`src/rtl/hsa_pkg.sv`:
```
// shared types, constants and reciprocal table for the hue/saturation adjust block
package hsa_pkg;

    localparam int RECIP_SHIFT = 26;

    localparam logic [16:0] HUE_FULL   = 17'd92160;
    localparam logic [13:0] HUE_SECTOR = 14'd15360;
    localparam logic [18:0] HUE_BIAS   = 19'd184320;

    // truncating constant divides as multiply by reciprocal plus one correction
    localparam logic [19:0] RECIP_100   = 20'(((64'd1 << 26) - 64'd1) / 64'd100);
    localparam logic [17:0] RECIP_65535 = 18'(((64'd1 << 33) - 64'd1) / 64'd65535);
    localparam logic [17:0] RECIP_15    = 18'(((64'd1 << 21) - 64'd1) / 64'd15);
    localparam logic [8:0]  RECIP_257   = 9'(((64'd1 << 17) - 64'd1) / 64'd257);

    localparam logic [6:0]  PCT_DIV = 7'd100;
    localparam logic [8:0]  CH_DIV  = 9'd257;
    localparam logic [8:0]  SAT_RESET = 9'd100;

    // register indexes of the configuration port
    localparam logic CFG_HUE_SHIFT = 1'b0;
    localparam logic CFG_SAT_PCT   = 1'b1;

    typedef logic [RECIP_SHIFT-1:0] recip_tab_t [256];

    // floor((2^26 - 1) / x) by long division, zero for x == 0
    function automatic recip_tab_t build_recip();
        recip_tab_t tab;
        logic [RECIP_SHIFT-1:0] q;
        logic [8:0] rem;
        for (int x = 0; x < 256; x++)
        begin
            q = '0;
            rem = '0;
            for (int i = RECIP_SHIFT - 1; i >= 0; i--)
            begin
                rem = {rem[7:0], 1'b1};
                if (x != 0 && rem >= 9'(x))
                begin
                    rem = rem - 9'(x);
                    q[i] = 1'b1;
                end
            end
            tab[x] = q;
        end
        return tab;
    endfunction

    localparam recip_tab_t RECIP = build_recip();

    typedef struct packed {
        logic [16:0] h;      // may still be one sector past a full turn on red max
        logic [15:0] s;
        logic [7:0]  mx;
        logic [7:0]  a;
    } hsv_t;

    typedef struct packed {
        logic [2:0]  sector;
        logic [13:0] w;
        logic [15:0] sn;
        logic [15:0] v16;
        logic [7:0]  a;
    } adj_t;

    typedef struct packed {
        logic [7:0] r;
        logic [7:0] g;
        logic [7:0] b;
        logic [7:0] a;
    } rgba_t;

endpackage

```
`src/rtl/hsa_hsv2rgb.sv`:
```
// hsv to rgb back end: chroma, intermediate value, scale to 8 bits, sector mux
module hsa_hsv2rgb
    import hsa_pkg::*;
(
    input  logic       clk,
    input  logic       rst_n,
    input  logic       en,
    input  logic       in_valid,
    input  adj_t       in_adj,
    output logic       out_valid,
    output rgba_t      out_pix
);

    typedef struct packed {
        logic [31:0] pc;
        logic [16:0] q;
        logic [2:0]  sector;
        logic [13:0] w;
        logic [15:0] v16;
        logic [7:0]  a;
    } b_t;

    typedef struct packed {
        logic [15:0] c;
        logic [29:0] px;
        logic [16:0] q;
        logic [2:0]  sector;
        logic [13:0] w;
        logic [15:0] v16;
        logic [7:0]  a;
    } c_t;

    typedef struct packed {
        logic [15:0] hi;
        logic [15:0] mid;
        logic [15:0] lo;
        logic [7:0]  qhi;
        logic [7:0]  qmid;
        logic [7:0]  qlo;
        logic [2:0]  sector;
        logic [7:0]  a;
    } d_t;

    logic  b1_valid_reg, b2_valid_reg, b3_valid_reg, b4_valid_reg;
    logic  b5_valid_reg, b6_valid_reg, b7_valid_reg, b8_valid_reg;
    b_t    b1_reg, b1_next, b2_reg, b2_next;
    c_t    b3_reg, b3_next, b4_reg, b4_next, b5_reg, b5_next;
    d_t    b6_reg, b6_next, b7_reg, b7_next;
    rgba_t b8_reg, b8_next;

    logic [49:0] cq;
    logic [31:0] rem_c;
    logic [37:0] xq;
    logic [19:0] n15;
    logic [19:0] rem_x;
    logic [15:0] x;
    logic [24:0] pv_hi, pv_mid, pv_lo;
    logic [7:0]  ch_hi, ch_mid, ch_lo;

    function automatic logic [7:0] fix257(input logic [15:0] v, input logic [7:0] q);
        logic [15:0] rem;
        rem = v - 16'(q * 16'(CH_DIV));
        return q + 8'(rem >= 16'(CH_DIV));
    endfunction

    always_comb
    begin
        b1_next        = '0;
        b1_next.pc     = 32'(in_adj.v16) * 32'(in_adj.sn);
        b1_next.sector = in_adj.sector;
        b1_next.w      = in_adj.w;
        b1_next.v16    = in_adj.v16;
        b1_next.a      = in_adj.a;
    end

    always_comb
    begin
        cq = 50'(b1_reg.pc) * 50'(RECIP_65535);
        b2_next   = b1_reg;
        b2_next.q = cq[49:33];
    end

    always_comb
    begin
        rem_c = b2_reg.pc - 32'(b2_reg.q * 32'd65535);
        b3_next        = '0;
        b3_next.c      = 16'(b2_reg.q + 17'(rem_c >= 32'd65535));
        b3_next.sector = b2_reg.sector;
        b3_next.w      = b2_reg.w;
        b3_next.v16    = b2_reg.v16;
        b3_next.a      = b2_reg.a;
    end

    always_comb
    begin
        b4_next    = b3_reg;
        b4_next.px = 30'(b3_reg.c) * 30'(b3_reg.w);
    end

    always_comb
    begin
        // divide by the sector size: drop the power-of-two part, then divide by 15
        n15 = b4_reg.px[29:10];
        xq = 38'(n15) * 38'(RECIP_15);
        b5_next   = b4_reg;
        b5_next.q = xq[37:21];
    end

    always_comb
    begin
        rem_x = b5_reg.px[29:10] - 20'(b5_reg.q * 20'd15);
        x = 16'(b5_reg.q + 17'(rem_x >= 20'd15));
        b6_next        = '0;
        b6_next.hi     = b5_reg.v16;
        b6_next.lo     = b5_reg.v16 - b5_reg.c;
        b6_next.mid    = b5_reg.v16 - b5_reg.c + x;
        b6_next.sector = b5_reg.sector;
        b6_next.a      = b5_reg.a;
    end

    always_comb
    begin
        pv_hi  = 25'(b6_reg.hi)  * 25'(RECIP_257);
        pv_mid = 25'(b6_reg.mid) * 25'(RECIP_257);
        pv_lo  = 25'(b6_reg.lo)  * 25'(RECIP_257);
        b7_next      = b6_reg;
        b7_next.qhi  = pv_hi[24:17];
        b7_next.qmid = pv_mid[24:17];
        b7_next.qlo  = pv_lo[24:17];
    end

    always_comb
    begin
        ch_hi  = fix257(b7_reg.hi,  b7_reg.qhi);
        ch_mid = fix257(b7_reg.mid, b7_reg.qmid);
        ch_lo  = fix257(b7_reg.lo,  b7_reg.qlo);
        b8_next.a = b7_reg.a;
        unique case (b7_reg.sector)
            3'd0:
            begin
                b8_next.r = ch_hi;  b8_next.g = ch_mid; b8_next.b = ch_lo;
            end
            3'd1:
            begin
                b8_next.r = ch_mid; b8_next.g = ch_hi;  b8_next.b = ch_lo;
            end
            3'd2:
            begin
                b8_next.r = ch_lo;  b8_next.g = ch_hi;  b8_next.b = ch_mid;
            end
            3'd3:
            begin
                b8_next.r = ch_lo;  b8_next.g = ch_mid; b8_next.b = ch_hi;
            end
            3'd4:
            begin
                b8_next.r = ch_mid; b8_next.g = ch_lo;  b8_next.b = ch_hi;
            end
            default:
            begin
                b8_next.r = ch_hi;  b8_next.g = ch_lo;  b8_next.b = ch_mid;
            end
        endcase
    end

    always_ff @(posedge clk or negedge rst_n)
    begin
        if (!rst_n)
        begin
            b1_valid_reg <= 1'b0;
            b2_valid_reg <= 1'b0;
            b3_valid_reg <= 1'b0;
            b4_valid_reg <= 1'b0;
            b5_valid_reg <= 1'b0;
            b6_valid_reg <= 1'b0;
            b7_valid_reg <= 1'b0;
            b8_valid_reg <= 1'b0;
        end
        else if (en)
        begin
            b1_valid_reg <= in_valid;
            b2_valid_reg <= b1_valid_reg;
            b3_valid_reg <= b2_valid_reg;
            b4_valid_reg <= b3_valid_reg;
            b5_valid_reg <= b4_valid_reg;
            b6_valid_reg <= b5_valid_reg;
            b7_valid_reg <= b6_valid_reg;
            b8_valid_reg <= b7_valid_reg;
        end
    end

    always_ff @(posedge clk)
    begin
        if (en)
        begin
            b1_reg <= b1_next;
            b2_reg <= b2_next;
            b3_reg <= b3_next;
            b4_reg <= b4_next;
            b5_reg <= b5_next;
            b6_reg <= b6_next;
            b7_reg <= b7_next;
            b8_reg <= b8_next;
        end
    end

    assign out_valid = b8_valid_reg;
    assign out_pix   = b8_reg;

endmodule

```
`config.mk`:
```
export PLATFORM = sky130hd
export DESIGN_NAME = hsa_hsv2rgb
export DESIGN_NICKNAME = d
export VERILOG_FILES = /design/src/rtl/hsa_pkg.sv /design/src/rtl/hsa_hsv2rgb.sv
export SDC_FILE = /design/constraint.sdc
export NUM_CORES = 2
export LEC_CHECK = 0
export ABC_AREA = 1
export ABC_CLOCK_PERIOD_IN_PS = 6750
export BUFFER_PORTS_ARGS = -buffer_cell sky130_fd_sc_hd__buf_2
export CORE_MARGIN = 8
export CORE_UTILIZATION = 50
export DETAILED_ROUTE_END_ITERATION = 10
export PLACE_DENSITY = 0.72
export RECOVER_POWER = 25
export SLEW_MARGIN = 30
export SYNTH_ARGS = -nofsm -noshare
export SYNTH_HDL_FRONTEND = slang
export SYNTH_SLANG_ARGS = --single-unit
```
`constraint.sdc`:
```
create_clock -name clk -period 6.75 [get_ports clk]
set_input_delay 1.35 -clock clk [delete_from_list [all_inputs] [get_ports clk]]
set_output_delay 1.35 -clock clk [all_outputs]
set_load 0.01 [all_outputs]
```
* Yosys cells after proc, flatten, opt, wreduce, memory -nomap -nowiden *
Index checks and enable logic that the tools add are counted.

operators by class
  add/subtract/negate cells = 12
  multipliers = 12
  div/mod/pow operators = 0
  magnitude comparators = 5
  equal/unequal tests = 4
  shifts and indexed selects = 0
  muxes and demuxes = 1
  bitwise gates (word level) = 0
  reduce and logical (&&, ||, !) cells = 1

operator list
  cell                                                                  count
  one-hot mux 24 bit (5 select lines)                                   1
  multiplier 16 x 8 -> 24 bit (second input constant)                   3
  subtractor 16 bit                                                     4
  multiplier 32 x 17 -> 49 bit (second input constant)                  1
  greater-or-equal comparator 16 x 9 -> 1 bit (second input constant)   3
  multiplier 8 x 9 -> 16 bit (second input constant)                    3
  multiplier 20 x 17 -> 37 bit (second input constant)                  1
  adder 16 x 1 -> 16 bit                                                2
  greater-or-equal comparator 32 x 16 -> 1 bit (second input constant)  1
  multiplier 16 x 16 -> 32 bit                                          1
  multiplier 17 x 16 -> 32 bit (second input constant)                  1
  subtractor 32 bit                                                     1
  multiplier 16 x 14 -> 30 bit                                          1
  adder 8 x 1 -> 8 bit                                                  3
  greater-or-equal comparator 20 x 4 -> 1 bit (second input constant)   1
  multiplier 17 x 4 -> 20 bit (second input constant)                   1
  subtractor 20 bit                                                     1
  adder 16 bit                                                          1
  equality test 3 x 2 -> 1 bit (second input constant)                  2
  equality test 3 x 1 -> 1 bit (second input constant)                  1
  equality test 3 bit (second input constant)                           1
  logical NOT 3 bit                                                     1

word-level totals
  flip-flop bits (word level) = 565
  bits in latches = 0
  bits in writable memories = 0
  bits in read-only memories = 0
  input bits = 61
  output and inout port bits = 33
  logic and storage cells = 87
  memories kept = 0

* Longest topological paths before layout *
  depth after elaboration = 5
  gate-level depth with buffers = 33

* Least setup slack after synthesis *
No wires, ideal clock.

  path kind = input -> register
  from = input in_adj[25] (netlist bit)
  to = register b1_reg[82] (netlist bit) (data pin)
  arrival = 6.455 ns
  required time = 6.494 ns
  path slack = 0.039 ns
  cell stages on the path = 25
  buffers on the path = 2
  cells stage by stage = clkbuf_1 clkbuf_1 nand2_1 fa_1 inv_1 fa_1 inv_1 fa_1 fa_1 inv_1 fa_1 inv_1 fa_1 inv_1 ha_1 a21oi_1 inv_1 a31oi_1 o21ai_1 a21oi_1 o21bai_1 nand2_1 inv_1 o21bai_1 nand2_1

RTL lines
  element                 RTL line            text
  start: declaration      hsa_hsv2rgb.sv:9    input adj_t in_adj,
  end signal: assignment  hsa_hsv2rgb.sv:196  b1_reg <= b1_next;
  end: declaration        hsa_hsv2rgb.sv:46   b_t b1_reg, b1_next, b2_reg, b2_next;

==> reports/qor.yml <==
status:
  status: "complete, no violations"
clock_tree:
  cts_buffers: 66
  holdBufCountCts: 0
  clock_latency_ns: 0.67
  cts_tree: "built"
  clockRootBuffer: "clkbuf_16"
  clock-sinks: 545
  h-tree-depth: 3
  clk_pin_slew_ns: 0.06
  cts.path.max_buffers: 3
global_routing:
  antenna_found_initial: 2
  grt_pass1_vias: 44832
  grt_first_pass_wirelength_um: 232200
  gr-total-overflow: 0
  grt_max_degree: 169
  grt_usage: 0.2134
detailed_routing:
  drt_iter0_markers: 2792
  ant_nets: 0
  drc: 0
  drt_first_pass_iters: 8
  wl_met2_um: 70930
  met3_length_um: 7508
  wl_met1_um: 60100
  vias: 43349
  viasPerCell: 5.134
  avgRoutedWirePerCell_um: 16.98
  top_layer_used: "met4"
  wirelength_um: 143400
floorplanning:
  start_util: 0.5033
  die_w_um: 366.0
  fp-row-count: 128
  die_y_um: 366.0
  core_region_area_um2: 121700
  die_area_um2: 134000
  io_pins: 94
critical_path:
  cp_max_fo: 4
  end_kind: "flop"
  cp.arrival_ns: 6.92
  startpoint_type: "flop"
  critPathKind: "flop to flop"
  required_ns: 7.15
  crit_path_max_incr_delay_ns: 0.57
  cpMaxStageDelayCell: "fa_1"
timing:
  finalSetupViolations: 0
  hold_violations: 0
  period_needed_ns: 6.522
  worst_pin_slew_ns: 0.8837
  drv_slew: 0
  fmax_mhz: 153.3
  relSlewSlack: 0.4108
  skew_ns: 0.03534
  finalCritPeriodShare: 0.9662
  hold_ws_ns: 0.4125
placement:
  gp_congestion: 0.9570
  port_buffers: 93
  dp_hpwl_um: 119500
synth:
  dominantRegCellSynth: "edfxtp_1"
  syn_area_um2: 61260
  ys_types: 54
  yosys_warnings: 0
  ys_async_sr_fraction: 0.01468
  synthCells: 6468
  netlist_top_cells_count: "inv_1, nand2_1, fa_1"
  avgSynthCellArea_um2: 9.471
  synth_largest_area_cell: "fa_1"
  synth_area_leaders: "fa_1, edfxtp_1, ha_1, inv_1, nand2_1"
  syn_nets: 8106
  synth_top_area_share: 0.2647
  ys_seq_area_frac: 0.2665
  synth-seq-cells: 545
  synthMostInstantiatedCell: "inv_1"
  synth_edf_count: 537
cells_and_area:
  regArea_um2: 16330
  largest_reg_flops: 90
  fill_cells: 10661
  area_growth_pct: 11.17
  nNetsFinal: 8405
  multiInputGateArea_um2: 39000
  diodes: 0
  drive_gt1_frac: 0.09136
worst_hold_path:
  hp-class: "flop to flop"
run:
  drv_cap: 0
==> layer usage <==
metal | global-route usage | vias up
met2 | 0.3722 | 1160
met4 | 0.06941 | 0
met3 | 0.02961 | 247
met1 | 0.2744 | 21154
met5 | 0 | -
li1 | - | 20788
==> repair_timing <==
| action | in CTS | in global routing |
|---|---|---|
| pin swaps | 2 | 89 |
| setup buffers | 2 | 16 |
| endpoints found under the setup margin | 15 | 15 |
| gates resized for setup | 30 | 154 |
==> worst max-delay path: cells and delay by family, from the launching register on <==
kind / cells / cell delay [ns]
simple gates: 11 / 0.91
xor+xnor: 1 / 0.14
buf+inv: 8 / 0.74
fa+ha+maj: 8 / 3.57
flops: 1 / 0.41
compound gates: 3 / 0.46
==> worst paths after layout <==
check / start / to / slack [ns] / depth (start not counted)
setup / recovery: b2_reg[50]$_DFFE_PP_ / b3_reg[102]$_DFFE_PP_ / 0.23 / 31
hold / removal: b4_reg[13]$_DFFE_PP_ / b5_reg[13]$_DFFE_PP_ / 0.41 / 0
setup reg to reg: b2_reg[50]$_DFFE_PP_ / b3_reg[102]$_DFFE_PP_ / 0.23 / 31
hold reg to reg: b4_reg[13]$_DFFE_PP_ / b5_reg[13]$_DFFE_PP_ / 0.41 / 0
max in group asynchronous: rst_n / b4_valid_reg$_DFFE_PN0P_ / 5.86 / 1
min in group asynchronous: rst_n / out_valid$_DFFE_PN0P_ / 0.59 / 1
==> placed cells by master, fill, tap and decap left out, types with 11 or more instances in the layout <==
master	n
inv_1	1596
nand2_1	1183
fa_1	793
ha_1	749
edfxtp_1	537
a21oi_1	273
nor2_1	261
buf_4	234
nand3_1	152
xor2_1	143
o21ai_0	136
buf_2	91
xnor2_1	68
clkbuf_16	68
nand4_1	56
nor3_1	44
inv_2	29
a21o_1	26
nand2_2	22
o221ai_1	22
a21oi_2	19
o21bai_1	19
nand3b_1	18
nor2_2	18
ha_4	18
o21ai_1	17
fa_2	17
a31oi_1	16
clkinv_1	12
o31ai_1	11
==> per-stage QoR <==
step	TNS [ns]	cell area, um2	std cells	util	setup WS [ns]
after global routing	-0.09248	68110	8444	0.5595	-0.06449
after CTS	0	67430	8428	0.5540	0.0005325
after global placement	-3.052	65160	8306	0.5353	-0.3344
after detailed placement	-4.141	65160	8306	0.5353	-0.3957
after floorplan	0	61260	6468	-	0.03898
final	0	68110	8444	0.5595	0.2282
==> area by class of cell <==
class | count | area share
clock buffer | 74 | 0.02532
clock inverter | 46 | 0.006816
inverter | 1630 | 0.08995
multi-input combinational | 4185 | 0.5726
sequential | 545 | 0.2397
tap | 1625 | 0.02985
timing repair buffer | 339 | 0.03577
==> logic make-up after synthesis <==
kind of cell	after synthesis	share of synthesized area
buf+inv	1738	0.1066
flops	545	0.2665
fa+ha+maj	1577	0.4214
simple gates	1808	0.1204
compound gates	587	0.05455
xor+xnor	213	0.03058
Power is not shown: default switching activity piles up to over one toggle a cycle in this logic, so the estimate is an artifact.
