## config.mk

```make
export PLATFORM = sky130hd
export DESIGN_NAME = hsa_adjust
export DESIGN_NICKNAME = d
export VERILOG_FILES = /design/src/rtl/hsa_pkg.sv /design/src/rtl/hsa_adjust.sv
export SDC_FILE = /design/constraint.sdc
export NUM_CORES = 1
export LEC_CHECK = 0
export ABC_AREA = 1
export BUFFER_PORTS_ARGS = -buffer_cell sky130_fd_sc_hd__buf_2
export CAP_MARGIN = 15
export CELL_PAD_IN_SITES_DETAIL_PLACEMENT = 1
export CELL_PAD_IN_SITES_GLOBAL_PLACEMENT = 2
export CORE_MARGIN = 5
export CORE_UTILIZATION = 37
export CTS_CLUSTER_DIAMETER = 200
export DETAILED_ROUTE_END_ITERATION = 7
export GPL_TIMING_DRIVEN = 0
export PLACE_DENSITY_LB_ADDON = 0.1
export SYNTH_ARGS = -nofsm -noshare
export SYNTH_HDL_FRONTEND = slang
export SYNTH_SLANG_ARGS = --single-unit
export TNS_END_PERCENT = 5
```

## constraint.sdc

```tcl
create_clock -name clk -period 6.4 [get_ports clk]
set_clock_uncertainty 0.05 [all_clocks]
set_input_delay 0.64 -clock clk [delete_from_list [all_inputs] [get_ports clk]]
set_output_delay 0.64 -clock clk [all_outputs]
set_load 0.02 [all_outputs]
```

## src/rtl/hsa_pkg.sv

```systemverilog
// shared types, constants and reciprocal table for the hue/saturation adjust block
package hsa_pkg;

    localparam int RECIP_SHIFT = 26;

    localparam logic [16:0] HUE_FULL   = 17'd92160;
    localparam logic [13:0] HUE_SECTOR = 14'd15360;
    localparam logic [18:0] HUE_BIAS   = 19'd184320;

    // truncating constant divides as multiply by reciprocal plus one correction
    localparam logic [19:0] RECIP_100   = 20'(((64'd1 << 26) - 64'd1) / 64'd100);
    localparam logic [17:0] RECIP_65535 = 18'(((64'd1 << 33) - 64'd1) / 64'd65535);
    localparam logic [17:0] RECIP_15    = 18'(((64'd1 << 21) - 64'd1) / 64'd15);
    localparam logic [8:0]  RECIP_257   = 9'(((64'd1 << 17) - 64'd1) / 64'd257);

    localparam logic [6:0]  PCT_DIV = 7'd100;
    localparam logic [8:0]  CH_DIV  = 9'd257;
    localparam logic [8:0]  SAT_RESET = 9'd100;

    // register indexes of the configuration port
    localparam logic CFG_HUE_SHIFT = 1'b0;
    localparam logic CFG_SAT_PCT   = 1'b1;

    typedef logic [RECIP_SHIFT-1:0] recip_tab_t [256];

    // floor((2^26 - 1) / x) by long division, zero for x == 0
    function automatic recip_tab_t build_recip();
        recip_tab_t tab;
        logic [RECIP_SHIFT-1:0] q;
        logic [8:0] rem;
        for (int x = 0; x < 256; x++)
        begin
            q = '0;
            rem = '0;
            for (int i = RECIP_SHIFT - 1; i >= 0; i--)
            begin
                rem = {rem[7:0], 1'b1};
                if (x != 0 && rem >= 9'(x))
                begin
                    rem = rem - 9'(x);
                    q[i] = 1'b1;
                end
            end
            tab[x] = q;
        end
        return tab;
    endfunction

    localparam recip_tab_t RECIP = build_recip();

    typedef struct packed {
        logic [16:0] h;      // may still be one sector past a full turn on red max
        logic [15:0] s;
        logic [7:0]  mx;
        logic [7:0]  a;
    } hsv_t;

    typedef struct packed {
        logic [2:0]  sector;
        logic [13:0] w;
        logic [15:0] sn;
        logic [15:0] v16;
        logic [7:0]  a;
    } adj_t;

    typedef struct packed {
        logic [7:0] r;
        logic [7:0] g;
        logic [7:0] b;
        logic [7:0] a;
    } rgba_t;

endpackage

```

## src/rtl/hsa_adjust.sv

```systemverilog
// hue shift with wrap, saturation scale with clamp, sector split
module hsa_adjust
    import hsa_pkg::*;
(
    input  logic       clk,
    input  logic       rst_n,
    input  logic       en,
    input  logic [9:0] hue_shift,
    input  logic [8:0] saturation_percent,
    input  logic       in_valid,
    input  hsv_t       in_hsv,
    output logic       out_valid,
    output adj_t       out_adj
);

    typedef struct packed {
        logic [18:0] ht;
        logic [24:0] p;
        logic [15:0] v16;
        logic [7:0]  a;
    } a1_t;

    typedef struct packed {
        logic [16:0] h;
        logic [18:0] q;
        logic [24:0] p;
        logic [15:0] v16;
        logic [7:0]  a;
    } a2_t;

    logic  a1_valid_reg, a2_valid_reg, a3_valid_reg;
    a1_t   a1_reg, a1_next;
    a2_t   a2_reg, a2_next;
    adj_t  a3_reg, a3_next;

    logic [16:0] hw;
    logic [19:0] hsum;
    logic [44:0] pq;
    logic [18:0] hm;
    logic [24:0] rem_p;
    logic [18:0] sn;
    logic [16:0] f;

    always_comb
    begin
        hw = (in_hsv.h >= HUE_FULL) ? in_hsv.h - HUE_FULL : in_hsv.h;
        hsum = 20'(hw) + {{2{hue_shift[9]}}, hue_shift, 8'd0} + 20'(HUE_BIAS);
        a1_next.ht  = hsum[18:0];
        a1_next.p   = 25'(in_hsv.s) * 25'(saturation_percent);
        a1_next.v16 = 16'(in_hsv.mx) * 16'd257;
        a1_next.a   = in_hsv.a;
    end

    always_comb
    begin
        // sum stays below five full turns
        priority if (a1_reg.ht >= 19'(HUE_FULL) * 19'd4)
            hm = a1_reg.ht - 19'(HUE_FULL) * 19'd4;
        else if (a1_reg.ht >= 19'(HUE_FULL) * 19'd3)
            hm = a1_reg.ht - 19'(HUE_FULL) * 19'd3;
        else if (a1_reg.ht >= 19'(HUE_FULL) * 19'd2)
            hm = a1_reg.ht - 19'(HUE_FULL) * 19'd2;
        else if (a1_reg.ht >= 19'(HUE_FULL))
            hm = a1_reg.ht - 19'(HUE_FULL);
        else
            hm = a1_reg.ht;
        pq = 45'(a1_reg.p) * 45'(RECIP_100);
        a2_next.h   = hm[16:0];
        a2_next.q   = pq[44:26];
        a2_next.p   = a1_reg.p;
        a2_next.v16 = a1_reg.v16;
        a2_next.a   = a1_reg.a;
    end

    always_comb
    begin
        rem_p = a2_reg.p - 25'(a2_reg.q * 25'(PCT_DIV));
        sn = a2_reg.q + 19'(rem_p >= 25'(PCT_DIV));
        priority if (a2_reg.h >= 17'(HUE_SECTOR) * 17'd5)
        begin
            a3_next.sector = 3'd5;
            f = a2_reg.h - 17'(HUE_SECTOR) * 17'd5;
        end
        else if (a2_reg.h >= 17'(HUE_SECTOR) * 17'd4)
        begin
            a3_next.sector = 3'd4;
            f = a2_reg.h - 17'(HUE_SECTOR) * 17'd4;
        end
        else if (a2_reg.h >= 17'(HUE_SECTOR) * 17'd3)
        begin
            a3_next.sector = 3'd3;
            f = a2_reg.h - 17'(HUE_SECTOR) * 17'd3;
        end
        else if (a2_reg.h >= 17'(HUE_SECTOR) * 17'd2)
        begin
            a3_next.sector = 3'd2;
            f = a2_reg.h - 17'(HUE_SECTOR) * 17'd2;
        end
        else if (a2_reg.h >= 17'(HUE_SECTOR))
        begin
            a3_next.sector = 3'd1;
            f = a2_reg.h - 17'(HUE_SECTOR);
        end
        else
        begin
            a3_next.sector = 3'd0;
            f = a2_reg.h;
        end
        a3_next.w   = a3_next.sector[0] ? HUE_SECTOR - f[13:0] : f[13:0];
        a3_next.sn  = (sn > 19'd65535) ? 16'hFFFF : sn[15:0];
        a3_next.v16 = a2_reg.v16;
        a3_next.a   = a2_reg.a;
    end

    always_ff @(posedge clk or negedge rst_n)
    begin
        if (!rst_n)
        begin
            a1_valid_reg <= 1'b0;
            a2_valid_reg <= 1'b0;
            a3_valid_reg <= 1'b0;
        end
        else if (en)
        begin
            a1_valid_reg <= in_valid;
            a2_valid_reg <= a1_valid_reg;
            a3_valid_reg <= a2_valid_reg;
        end
    end

    always_ff @(posedge clk)
    begin
        if (en)
        begin
            a1_reg <= a1_next;
            a2_reg <= a2_next;
            a3_reg <= a3_next;
        end
    end

    assign out_valid = a3_valid_reg;
    assign out_adj   = a3_reg;

    a_hue_wrapped: assert property (@(posedge clk) disable iff (!rst_n)
        a2_valid_reg |-> a2_reg.h < HUE_FULL)
        else $error("wrapped hue out of range");

    a_sector_range: assert property (@(posedge clk) disable iff (!rst_n)
        a3_valid_reg |-> a3_reg.sector <= 3'd5)
        else $error("hue sector out of range");

    a_weight_range: assert property (@(posedge clk) disable iff (!rst_n)
        a3_valid_reg |-> a3_reg.w <= HUE_SECTOR)
        else $error("sector weight out of range");

endmodule

```

# After elaboration in Yosys (flattened, before gate mapping)
# Index checks and enable logic that the tools add are counted.
dict set report word_totals {
  output_inout_bits 58
  register_bits 213
  in_bits 72
  wordCells 66
}
dict set report op_classes {
  n_mux 16
  mul 4
  order_cmp 12
  n_reduce_logical 1
  n_addsub 15
}
# operator n
set op_table {}
lappend op_table {{17-bit two-way mux} 5}
lappend op_table {{14-bit two-way mux} 6}
lappend op_table {{14-bit subtractor (second input constant)} 5}
lappend op_table {{17-bit subtractor (second input constant)} 3}
lappend op_table {{25-bit by 16-bit multiplier with 41-bit output (second input constant)} 1}
lappend op_table {{19-bit >= comparator (second input constant)} 2}
lappend op_table {{17-bit by 16-bit >= comparator with 1-bit output (second input constant)} 2}
lappend op_table {{17-bit >= comparator (second input constant)} 2}
lappend op_table {{25-bit by 7-bit >= comparator with 1-bit output (second input constant)} 1}
lappend op_table {{16-bit by 9-bit multiplier with 25-bit output} 1}
lappend op_table {{25-bit subtractor} 1}
lappend op_table {{19-bit by 5-bit multiplier with 23-bit output (second input constant)} 1}
lappend op_table {{18-bit by 18-bit adder with 19-bit output} 1}
lappend op_table {{19-bit by 1-bit adder with 19-bit output} 1}
lappend op_table {{19-bit adder (second input constant)} 1}
lappend op_table {{19-bit by 17-bit >= comparator with 1-bit output (second input constant)} 1}
lappend op_table {{19-bit by 18-bit >= comparator with 1-bit output (second input constant)} 1}
lappend op_table {{19-bit by 16-bit greater-than comparator with 1-bit output (second input constant)} 1}
lappend op_table {{17-bit by 14-bit >= comparator with 1-bit output (second input constant)} 1}
lappend op_table {{17-bit by 15-bit >= comparator with 1-bit output (second input constant)} 1}
lappend op_table {{17-bit by 14-bit subtractor with 17-bit output (second input constant)} 1}
lappend op_table {{17-bit by 16-bit subtractor with 17-bit output (second input constant)} 1}
lappend op_table {{8-bit by 9-bit multiplier with 16-bit output (second input constant)} 1}
lappend op_table {{14-bit subtractor (first input constant)} 1}
lappend op_table {{3 further kinds} 6}

# Longest topological paths before layout
dict set report logic_depth {
  depth_word 8
  ltp_mapped 40
  ltp_nobuf 39
}

# Worst setup path after synthesis
# OpenSTA, ideal clock, no wires.
dict set report synth_path {
  path_type {reg2reg}
  start {register a2_reg[52] (netlist name)}
  end {register a3_reg, in the netlist out_adj[32], data pin}
  t_required_ns 6.095
  slack_ns 0.376
  n_path_buf 1
  period_less_slack_ns 6.024
  arrival_ns 5.718
  path_stages_with_launch 38
  setup_ns 0.255
  cell_sequence {edfxtp_1 > ha_1 > ha_1 > inv_1 > fa_1 > inv_1 > ha_1 > inv_1 > o31ai_1 > a21oi_1 > o21ai_0 > nand3_1 > nand2_1 > xnor2_1 > ha_1 > nand2_1 > nor2_1 > inv_1 > [... 2 more ...] > nand3_1 > nand2_1 > nand2_1 > xor2_1 > a21oi_1 > nand3_1 > ha_1 > ha_1 > nand2_1 > nor2_2 > nand4_1 > nor2_1 > nand2_1 > xor2_1 > nand2_1 > nor2_2 > buf_6 > nand2_1}
}
dict set report synth_between {
  elab_chain_len 5
}
# item line
set synth_rtl {}
lappend synth_rtl {{from (decl)} hsa_adjust.sv:33} ;# a2_t a2_reg, a2_next;
lappend synth_rtl {{from (signal assigned)} hsa_adjust.sv:136} ;# a2_reg <= a2_next;
lappend synth_rtl {{19-bit by 5-bit multiplier with 23-bit output} hsa_adjust.sv:77} ;# rem_p = a2_reg.p - 25'(a2_reg.q * 25'(PCT_DIV));
lappend synth_rtl {{25-bit subtractor} hsa_adjust.sv:77}
lappend synth_rtl {{25-bit by 7-bit >= comparator with 1-bit output} hsa_adjust.sv:78} ;# sn = a2_reg.q + 19'(rem_p >= 25'(PCT_DIV));
lappend synth_rtl {{19-bit by 1-bit adder with 19-bit output *} hsa_adjust.sv:78}
lappend synth_rtl {{19-bit by 16-bit greater-than comparator with 1-bit output} hsa_adjust.sv:110} ;# a3_next.sn = (sn > 19'd65535) ? 16'hFFFF : sn[15:0];
lappend synth_rtl {{to (signal assigned)} hsa_adjust.sv:137} ;# a3_reg <= a3_next;
lappend synth_rtl {{to (decl)} hsa_adjust.sv:34} ;# adj_t a3_reg, a3_next;
# Mark *: on every way between the ends. The rest lies on a longest branch, timed or not.
# A chain may end at the register's enable or synchronous reset.

# Worst setup path in the final report
dict set report layout_path {
  start {register a2_reg[53] (netlist name)}
  end {register a3_reg, in the netlist out_adj[24], data pin}
}
# Same word-level chain as after synthesis.

==> flow_summary.ini <==
[cells_and_area]
nets = 3549
num_antenna_cells = 0
drive_above_1_share_pct = 12.5
num-fill-cells = 7496
final_area_um2 = 27600
syn_to_final_growth_pct = 14.5
largest_reg_flops = 75

[worst_setup_path]
crit_type = reg2reg
startpoint_type = flip-flop
timing.rr.end = out_adj[24]$_SDFFCE_PN1P_
slowest_delay_ps = 510
arrival_ps = 6620
crit_path_end = out_adj[24]$_SDFFCE_PN1P_
critPathSlowestCell = edfxtp_1
cp.required_ps = 6580
crit_start = a2_reg[53]$_DFFE_PP_
end_kind = flip-flop
crit_top_cell = nand2_1
r2r-start = a2_reg[53]$_DFFE_PP_
critical_path.max_fanout = 6
rrSetupSlack_ps = -40
reg2regPathDepth = 31

[clock_tree]
cts_tree = yes
path_clk_slew_ps = 80
clock-root-buffer = clkbuf_16
clock_path_buffers = 2
cts_max_level = 4
worstSkewPairLatency_ps = 480
clock-sinks = 187
numCtsBuffers = 17

[sta]
fin_ws_ps = -40.0
hold_violations = 0
fin_crit_sh_pct = 101
rsz0062_at_grt = true
fmax_mhz = 155
maxSlewHeadroom_pct = 53.2
worstMarginPinSlew_ps = 703
setup_tns_ps = -241
setup_viol_count_final = 9
min_period_ps = 6440
slew_viol_final = 0

[place]
gp_congestion = 0.836
dpl_cell_area_um2 = 25700
port_buffers = 104
post-dp-hpwl_mm = 56.6
pre_cts_ws_ps = -1350

[die]
io_pins = 130
dieArea_um2 = 70400
start_util_pct = 37.4
die_w_um = 265
std_cell_rows = 93
die_h_um = 265
core_area_um2 = 64500

[synthesis]
ys_warn_count = 0
synthTopCellsByArea = fa_1 24%, edfxtp_1 23%, ha_1 19%
synth.avg_cell_area_um2 = 9.09
netlist_instances = 2651
ys_async_sr_fraction_pct = 1.60
synth_common_cells = 559 x inv_1, 511 x nand2_1, 359 x ha_1
synthFlopType = edfxtp_1
synth_seq_cells = 187
seq_area_frac_synth_pct = 23.2
syn_area_um2 = 24100
synth_edf_count = 184
synth_fp_nets = 3368
synth_top_area_share_pct = 23.7
yosysMostFrequentCell = inv_1
synth.distinct_cells = 56
yosysTopAreaCell = fa_1

[drt]
drt-initial-drc-count = 524
ant_nets = 0
drtPass1Iterations = 5
remaining_drc_errors = 0
wl_per_cell_um = 18.3
vias = 18200
post_drt_via_cell_ratio = 4.91
drt-total-wl_mm = 67.5

[outcome]
outcome = finished, violations left
violations = negative setup slack

[grt]
grt_usage_pct = 19.5
antenna_found_initial = 0
grt_pass1_vias = 20900
grt_overflow_total = 0
grt_pass1_wl_mm = 110
grt_start_max_net_pins = 102

[hold_path]
min_path_cells = 1
min_from = in_hsv[10]
hold_path.class = in2reg

[job]
drv_cap = 0
repair_timing:
action	CTS	global route
pin swaps	52	62
gates cloned	1	0
hold buffers	1	0
endpoints found under the setup margin	16	19
endpoints found under the hold margin	3	0
buffers inserted	38	17
resized for setup	117	62
cells by family after synthesis:
group           share of synthesized area (%)
mux                                    0.0467
fa+ha+maj                                42.4
xor+xnor                                 3.81
flops                                    23.2
simple gates                             14.5
buf+inv                                  9.74
compound gates                           6.32
metal layers:
| layer | vias to the layer above | track usage, % | wire length [µm] |
|---|---|---|---|
| met1 | 9111 | 24.2 | 29400 |
| met5 | - | 0 | 0 |
| met4 | 0 | 5.17 | 1820 |
| li1 | 8806 | - | - |
| met3 | 84 | 1.77 | 1010 |
| met2 | 173 | 36.3 | 35400 |
layout by cell type, fill, tap and decap left out, types with 56 or more instances in the layout:
cell	n
inv_1	547
nand2_1	495
ha_1	334
fa_1	285
edfxtp_1	184
nor2_1	130
buf_2	105
a21oi_1	101
nand3_1	89
xor2_1	72
buf_4	56
area by class of cell:
type	count	area (µm²)	share of cell area [%]
inverters	564	2120	7.68
multi-input cells	1853	17000	61.4
clock inverters	15	174	0.630
repair buffers	162	1020	3.69
clock buffers	17	425	1.54
plain buffers	47	231	0.839
well taps	855	1070	3.88
flip-flops and latches	187	5600	20.3
critical path, delay by kind of cell, from the launching register on:
| kind | cells | cell delay, ps |
|---|---|---|
| AO/OA/AOI/OAI | 5 | 790 |
| AND/OR/NAND/NOR | 15 | 1770 |
| buffers and inverters | 1 | 170 |
| adder cells (fa/ha/maj) | 7 | 2150 |
| flip-flops | 1 | 510 |
| XOR/XNOR | 3 | 740 |
worst min path at each step:
stage | endpoint | slack [ps]
5_1_grt | a1_reg[5]$_DFFE_PP_ | 250
6_report | a1_reg[18]$_DFFE_PP_ | 280
3_3_place_gp | out_adj[7]$_DFFE_PP_ | 350
3_5_place_dp | a2_reg[6]$_DFFE_PP_ | 360
2_1_floorplan | a1_valid_reg$_DFFE_PN0P_ | 290
4_1_cts | a1_reg[18]$_DFFE_PP_ | 250
per-stage QoR:
step | utilization (%) | hold WS, ps | cells
2_1_floorplan | - | 294 | 2651
3_3_place_gp | 39.9 | 351 | 3610
3_5_place_dp | 39.9 | 356 | 3611
4_1_cts | 42.2 | 246 | 3683
5_1_grt | 42.8 | 255 | 3700
6_report | 42.8 | 276 | 3700
Power is not shown: default switching activity piles up to over one toggle a cycle in this logic, so the estimate is an artifact.
